**src/rtl/spq_pkg.sv**
```systemverilog
// sorted priority queue package: sizes, entry and control types, codes
// used by spq_cell and sorted_priority_queue_top; no dependencies
`default_nettype none

package spq_pkg;

  localparam int QUEUE_DEPTH   = 16;
  localparam int PRIORITY_BITS = 8;
  localparam int TAG_BITS      = 16;
  localparam int IDX_W         = $clog2(QUEUE_DEPTH);
  localparam int CNT_W         = $clog2(QUEUE_DEPTH + 1);

  // input kind codes
  localparam logic KIND_INSERT = 1'b0;
  localparam logic KIND_POP    = 1'b1;

  typedef enum logic [1:0] {
    ST_DONE  = 2'd0,
    ST_FULL  = 2'd1,
    ST_EMPTY = 2'd2
  } status_t;

  typedef struct packed {
    logic [PRIORITY_BITS-1:0] prio;
    logic [TAG_BITS-1:0]      tag;
  } entry_t;

  // command broadcast to every cell of the chain
  typedef struct packed {
    logic   ins;
    logic   pop;
    entry_t new_entry;
  } cell_ctl_t;

endpackage

`default_nettype wire

```
**src/rtl/spq_cell.sv**
```systemverilog
// one slot of the sorted queue chain: holds an entry, compares, shifts
// depends on spq_pkg
`default_nettype none

module spq_cell
  import spq_pkg::*;
(
  input  wire logic      clk,
  input  wire cell_ctl_t ctl,
  input  wire logic      occ,
  input  wire logic      left_keep,
  input  wire entry_t    left_data,
  input  wire entry_t    right_data,
  output      logic      keep,
  output      entry_t    data,
  output      entry_t    data_next
);

  // entry stays put while it outranks the new one
  assign keep = occ && (data.prio > ctl.new_entry.prio);

  // insert: hold, take the new entry, or shift down; pop: shift up
  always_comb begin
    priority if (ctl.ins) begin
      priority if (keep) begin
        data_next = data;
      end else if (left_keep) begin
        data_next = ctl.new_entry;
      end else begin
        data_next = left_data;
      end
    end else if (ctl.pop) begin
      data_next = right_data;
    end else begin
      data_next = data;
    end
  end

  always_ff @(posedge clk) begin
    data <= data_next;
  end

endmodule

`default_nettype wire

```
**src/rtl/sorted_priority_queue_top.sv**
```systemverilog
// sorted priority queue top: chain of spq_cell slots, fill count, result register
// depends on spq_pkg and spq_cell
//
// usage:
//   input channel (in_valid / in_stall) carries one word per command:
//   kind selects insert or pop, new_priority / new_tag give the entry.
//   output channel (out_valid / out_stall) returns one word per command:
//   status, popped entry, head and tail after the command, and entry_count.
//   the result word is registered and valid in the cycle after the command is taken.
//   one command per cycle while in_stall is low; every slot of the chain compares
//   against the new priority and moves in parallel, so a command finishes
//   in every slot together and the result register is the only stage.
//   when the receiver stalls, the result word holds and in_stall is raised
//   until it is taken; a command is accepted in the same cycle the held
//   word leaves.
//   reset clears the count and the output valid; stored slots are not
//   cleared, only slots below the count are ever read.
`default_nettype none

module sorted_priority_queue_top
  import spq_pkg::*;
(
  input  wire logic                     clk,
  input  wire logic                     rst,
  input  wire logic                     in_valid,
  output      logic                     in_stall,
  input  wire logic                     kind,
  input  wire logic [PRIORITY_BITS-1:0] new_priority,
  input  wire logic [TAG_BITS-1:0]      new_tag,
  output      logic                     out_valid,
  input  wire logic                     out_stall,
  output      logic [1:0]               status,
  output      logic [PRIORITY_BITS-1:0] popped_priority,
  output      logic [TAG_BITS-1:0]      popped_tag,
  output      logic [PRIORITY_BITS-1:0] head_priority,
  output      logic [TAG_BITS-1:0]      head_tag,
  output      logic [PRIORITY_BITS-1:0] tail_priority,
  output      logic [TAG_BITS-1:0]      tail_tag,
  output      logic [CNT_W-1:0]         entry_count
);

  logic             accept;
  logic             full;
  logic             empty;
  logic [CNT_W-1:0] fill;
  logic [CNT_W-1:0] fill_next;
  logic [IDX_W-1:0] tail_idx;
  cell_ctl_t        ctl;
  status_t          status_next;
  entry_t           popped_next;
  entry_t           head_next;
  entry_t           tail_next;
  logic             out_valid_next;

  // result register contents
  status_t          res_status;
  entry_t           res_popped;
  entry_t           res_head;
  entry_t           res_tail;
  logic [CNT_W-1:0] res_count;

  logic   keep      [QUEUE_DEPTH];
  logic   left_keep [QUEUE_DEPTH];
  entry_t data      [QUEUE_DEPTH];
  entry_t data_next [QUEUE_DEPTH];
  entry_t right_data[QUEUE_DEPTH];
  entry_t left_data [QUEUE_DEPTH];

  // handshake: take a word unless the result register is held
  assign in_stall = out_valid && out_stall;
  assign accept   = in_valid && !in_stall;

  assign full  = (fill == CNT_W'(QUEUE_DEPTH));
  assign empty = (fill == '0);

  // command to the chain
  always_comb begin
    ctl.ins            = accept && (kind == KIND_INSERT) && !full;
    ctl.pop            = accept && (kind == KIND_POP) && !empty;
    ctl.new_entry.prio = new_priority;
    ctl.new_entry.tag  = new_tag;
  end

  // chain of cells, slot 0 is the head
  for (genvar i = 0; i < QUEUE_DEPTH; i++) begin : g_cell
    if (i == 0) begin : g_first
      assign left_keep[i] = 1'b1;
      assign left_data[i] = ctl.new_entry;
    end else begin : g_mid
      assign left_keep[i] = keep[i-1];
      assign left_data[i] = data[i-1];
    end
    if (i == QUEUE_DEPTH - 1) begin : g_last
      assign right_data[i] = data[i];
    end else begin : g_notlast
      assign right_data[i] = data[i+1];
    end

    spq_cell u_cell (
      .clk        (clk),
      .ctl        (ctl),
      .occ        (CNT_W'(i) < fill),
      .left_keep  (left_keep[i]),
      .left_data  (left_data[i]),
      .right_data (right_data[i]),
      .keep       (keep[i]),
      .data       (data[i]),
      .data_next  (data_next[i])
    );
  end

  // count update
  always_comb begin
    priority if (ctl.ins) begin
      fill_next = fill + CNT_W'(1);
    end else if (ctl.pop) begin
      fill_next = fill - CNT_W'(1);
    end else begin
      fill_next = fill;
    end
  end

  always_ff @(posedge clk) begin
    if (rst) begin
      fill <= '0;
    end else begin
      fill <= fill_next;
    end
  end

  // result word: status, popped entry, ends after the command
  assign tail_idx = IDX_W'(fill_next - CNT_W'(1));

  always_comb begin
    priority if (kind == KIND_INSERT && full) begin
      status_next = ST_FULL;
    end else if (kind == KIND_POP && empty) begin
      status_next = ST_EMPTY;
    end else begin
      status_next = ST_DONE;
    end
    popped_next = ctl.pop ? data[0] : '0;
    head_next   = (fill_next != '0) ? data_next[0] : '0;
    tail_next   = (fill_next != '0) ? data_next[tail_idx] : '0;
  end

  assign out_valid_next = accept || (out_valid && out_stall);

  always_ff @(posedge clk) begin
    if (rst) begin
      out_valid <= 1'b0;
    end else begin
      out_valid <= out_valid_next;
    end
  end

  always_ff @(posedge clk) begin
    if (accept) begin
      res_status <= status_next;
      res_popped <= popped_next;
      res_head   <= head_next;
      res_tail   <= tail_next;
      res_count  <= fill_next;
    end
  end

  assign status          = 2'(res_status);
  assign popped_priority = res_popped.prio;
  assign popped_tag      = res_popped.tag;
  assign head_priority   = res_head.prio;
  assign head_tag        = res_head.tag;
  assign tail_priority   = res_tail.prio;
  assign tail_tag        = res_tail.tag;
  assign entry_count     = res_count;

  // checks
  a_fill_range: assert property (@(posedge clk) disable iff (rst)
    fill <= CNT_W'(QUEUE_DEPTH))
    else $error("fill count beyond queue depth");

  a_empty_pop: assert property (@(posedge clk) disable iff (rst)
    (accept && kind == KIND_POP && empty) |=> (res_status == ST_EMPTY && res_count == '0))
    else $error("pop on empty queue not rejected");

  a_ins_head: assert property (@(posedge clk) disable iff (rst)
    (accept && kind == KIND_INSERT && !full) |=> (res_head.prio >= $past(new_priority)))
    else $error("head ranks below a just-inserted entry");

  a_head_tail_order: assert property (@(posedge clk) disable iff (rst)
    (out_valid && entry_count != '0) |-> (head_priority >= tail_priority))
    else $error("head ranks below tail");

endmodule

`default_nettype wire

```
**config.mk**
```make
export PLATFORM = sky130hd
export DESIGN_NAME = sorted_priority_queue_top
export DESIGN_NICKNAME = d
export VERILOG_FILES = /design/src/rtl/spq_pkg.sv /design/src/rtl/spq_cell.sv /design/src/rtl/sorted_priority_queue_top.sv
export SDC_FILE = /design/constraint.sdc
export NUM_CORES = 2
export LEC_CHECK = 0
export BUFFER_PORTS_ARGS = -buffer_cell sky130_fd_sc_hd__buf_2
export CAP_MARGIN = 30
export CORE_MARGIN = 2
export CORE_UTILIZATION = 55
export DETAILED_ROUTE_END_ITERATION = 12
export PLACE_DENSITY = 0.71
export SYNTH_ARGS = -nofsm -noshare
export SYNTH_HDL_FRONTEND = slang
export SYNTH_SLANG_ARGS = --single-unit
```
**constraint.sdc**
```tcl
create_clock -name clk -period 7.6 [get_ports clk]
set_input_delay 0 -clock clk [delete_from_list [all_inputs] [get_ports clk]]
set_output_delay 0 -clock clk [all_outputs]
set_load 0.01 [all_outputs]
```
==> results.md <==
* Area leader, netlist: dfxtp_1
* Synth Area in Simple Gates at 13.76%
* Slew HR at 26.42%
* CP Max Fanout at 28
* Main synth FF type: dfxtp_1
* Number of global-route vias before repair at 28260
* Core Area at 52340 um2
* R2R Setup Slk at 1.45 ns
* FFs w/ async S/R, synth at 0%
* DRT antenna net count at 0
* Worst R2R Start: fill[1]
* Worst setup SP type: register
* Worst Skew at 0.02499 ns
* Starting Density at 55.39%
* Power density cells at 444.3 nW/um2
* CP arrival at 6.52 ns
* First-pass GRT wire length at 190900 um
* Post-cts hold buffer count at 28
* Fin crit period at 6.155 ns
* Critical path class: register to register
* Root Driver: clkbuf_16
* Main combinational cell family by area after synthesis: compound AO/OA/AOI/OAI gates
* RSZ-0062 raised after global routing: false
* Clk Latency, worst-skew pair at 0.64 ns
* Synthesized flop and latch total at 469
* CP Capture Type: register
* Mapped Nets at 3515
* CTS Buffer Depth at 3
* CTS tree: yes
* Compound-cell area share of the yosys netlist at 30.96%
* Met2 wire len at 53690 um
* Slew Viols, Final at 0
* Min-delay src: out_stall
* Most common cell in the synthesized netlist: dfxtp_1
* Reg2reg end: tail_priority[7]
* Area share of the largest cell type after synthesis at 26.93%
* Syn-to-layout area delta at 10.98%
* Diode count at 0
* Routed wire length at 130300 um
* Final setup violation count at 0
* Number of cell rows at 84
* Clock slew at reported path FFs at 0.06 ns
* Fin. Hold Viols at 0
* DP HPWL at 92540 um
* DRC at 0
* R2R depth at 15
* Ranking of synthesized cells by area: dfxtp_1, mux2i_1, edfxtp_1, ha_1, a21oi_1
* Syn Area/Cell at 8.649 um2
* Via count at 30630
* Syn Inst Count at 3352
* Post-synthesis sequential area ratio at 35.11%
* Initial antenna violation count at 6
* Power Total at 14.29 mW
* Avg Vias per Cell at 7.475
* Setup_tns at 0 ns
* Outcome: finished clean
* Distinct cell type count after synthesis at 98
* Post-Synth XOR/XNOR Area at 0.2460%
* Iter 0 DRT Violations at 4852
* Nets at 3529
* Mux contribution to synthesized area at 8.653%
* Largest net degree at the start of global routing at 68
* F_max at 162.5 MHz
* Slew @ Worst Pin at 1.103 ns
* Worst Hold Endpoint: fill[4]
* Leak Pwr at 13.69 nW
* GRT Overall Usage at 46.53%
* Buffers added on ports at 109
* Post-CTS Setup Inserts at 0
* I/O Pins at 110
* Worst vdd ir at 280.0 uV
* Total global routing overflow at 0
* Max Used Layer: met5
* Routed WL per cell at 31.81 um
* Chip width at 233.6 um
* Synth Cell Area at 28990 um2
* Worst EP required at 7.96 ns
* Adder-cell share of the synthesized area at 5.783%
* Hold Crit Depth at 4
* H-tree depth at 2
* Met3 WL at 18170 um
* Share of layout cells above drive strength 1 at 12.99%
* Number of CTS-inserted buffers at 54
* Number of max-cap violations at 0
* Period utilization at 80.98%
* Total clock sinks at 469
* Initial DRT Pass Iterations at 9
* Hold Path Class: primary input to register
* Met1 WL at 49710 um
* Synth warn at 0
* Die Span Y at 233.6 um
* Number of synthesized flops with an enable pin at 79
* Routability Congestion at 1.062
* DIE AREA at 54570 um2
* Synth top cells by count: dfxtp_1, a21oi_1, nand2_1
* Number of gates resized after cts at 0
-- critical path: stages (launching register included) --
cell and delay [ns]:
dfxtp_1 0.56, inv_1 0.17, ha_1 0.27, and4bb_4 0.25, or3_2 0.81, a21oi_1 0.43
or2_4 0.19, inv_2 0.07, ha_1 0.23, xor3_1 0.29, buf_4 0.37, nand2_1 0.70
nor2_1 0.93, a221oi_1 0.18, nand4_1 0.29, o41ai_2 0.12
-- stage by stage --
stage	utilization (%)	instance area [um2]	hold slack, ns	setup slack [ns]	std cells
after floorplan	-	28990	0.06907	1.524	3352
after global routing	61.47	32180	0.05481	1.486	4098
after CTS	61.42	32150	0.01377	1.725	4095
final	61.47	32180	0.03128	1.445	4098
after global placement	57.24	29960	0.2180	1.889	3957
after detailed placement	57.52	30100	0.2296	1.729	3967
-- metal layers --
metal,track usage (%),up-vias
met5,0,-
met4,26.27,8
met3,12.60,554
met2,67.65,2593
met1,62.00,14540
li1,-,12930
-- cells by family after synthesis --
logic type	Yosys count
simple gates	837
xor+xnor	4
compound gates	1275
mux	249
buf+inv	384
fa+ha+maj	134
flops	469
-- cell type report --
type / instances / area (um2)
Fill cell: 4635 / 20160
Multi-Input combinational cell: 2499 / 17310
Sequential cell: 469 / 10180
Timing Repair Buffer: 240 / 1677
Clock buffer: 72 / 1510
Tap cell: 688 / 860.8
Inverter: 102 / 385.4
Clock inverter: 28 / 251.5
-- where the power goes --
part	switching, mW	internal, mW	total, mW	leakage, nW
registers	1.38	3.76	5.14	4.07
logic	4.05	2.44	6.49	8.76
clock network	1.14	1.53	2.66	0.864
total	6.57	7.72	14.3	13.7
-- registers in the layout (all words and copies together) (netlist names) --
| signal | cells |
|---|---|
| g_cell.u_cell.data | 384 |
| head_tag | 16 |
| popped_tag | 16 |
| tail_tag | 16 |
| head_priority | 8 |
| popped_priority | 8 |
| tail_priority | 8 |
| entry_count | 5 |
| fill | 5 |
| status | 2 |
| out_valid | 1 |
-- cells in the final DEF (no fill, tap or decap), types with 28 or more instances in the layout --
master and n:
a211oi_1 59, a21oi_1 283, a221oi_1 59, a22oi_1 79, a31oi_1 42, and2_1 48, buf_2 109, buf_4 93
clkbuf_16 55, dfxtp_1 389, dlygate4sd3_1 28, edfxtp_1 79, ha_1 134, inv_1 95, mux2i_1 237, nand2_1 258
nand3_1 71, nand4_1 33, nor2_1 244, nor3_1 34, o211ai_1 57, o21ai_0 175, o221a_2 59, o221ai_1 50
o22ai_1 126
-- worst max-delay path by stage --
stage,start,to,cells after the start
floorplan,out_valid,tail_tag[15],21
global route,fill[1],tail_priority[7],15
finish,fill[1],tail_priority[7],15
global placement,fill[1],tail_priority[7],15
CTS,fill[1],tail_priority[7],15
detailed placement,fill[1],tail_priority[7],15
Note: power is estimated with default switching activity, not from simulation.
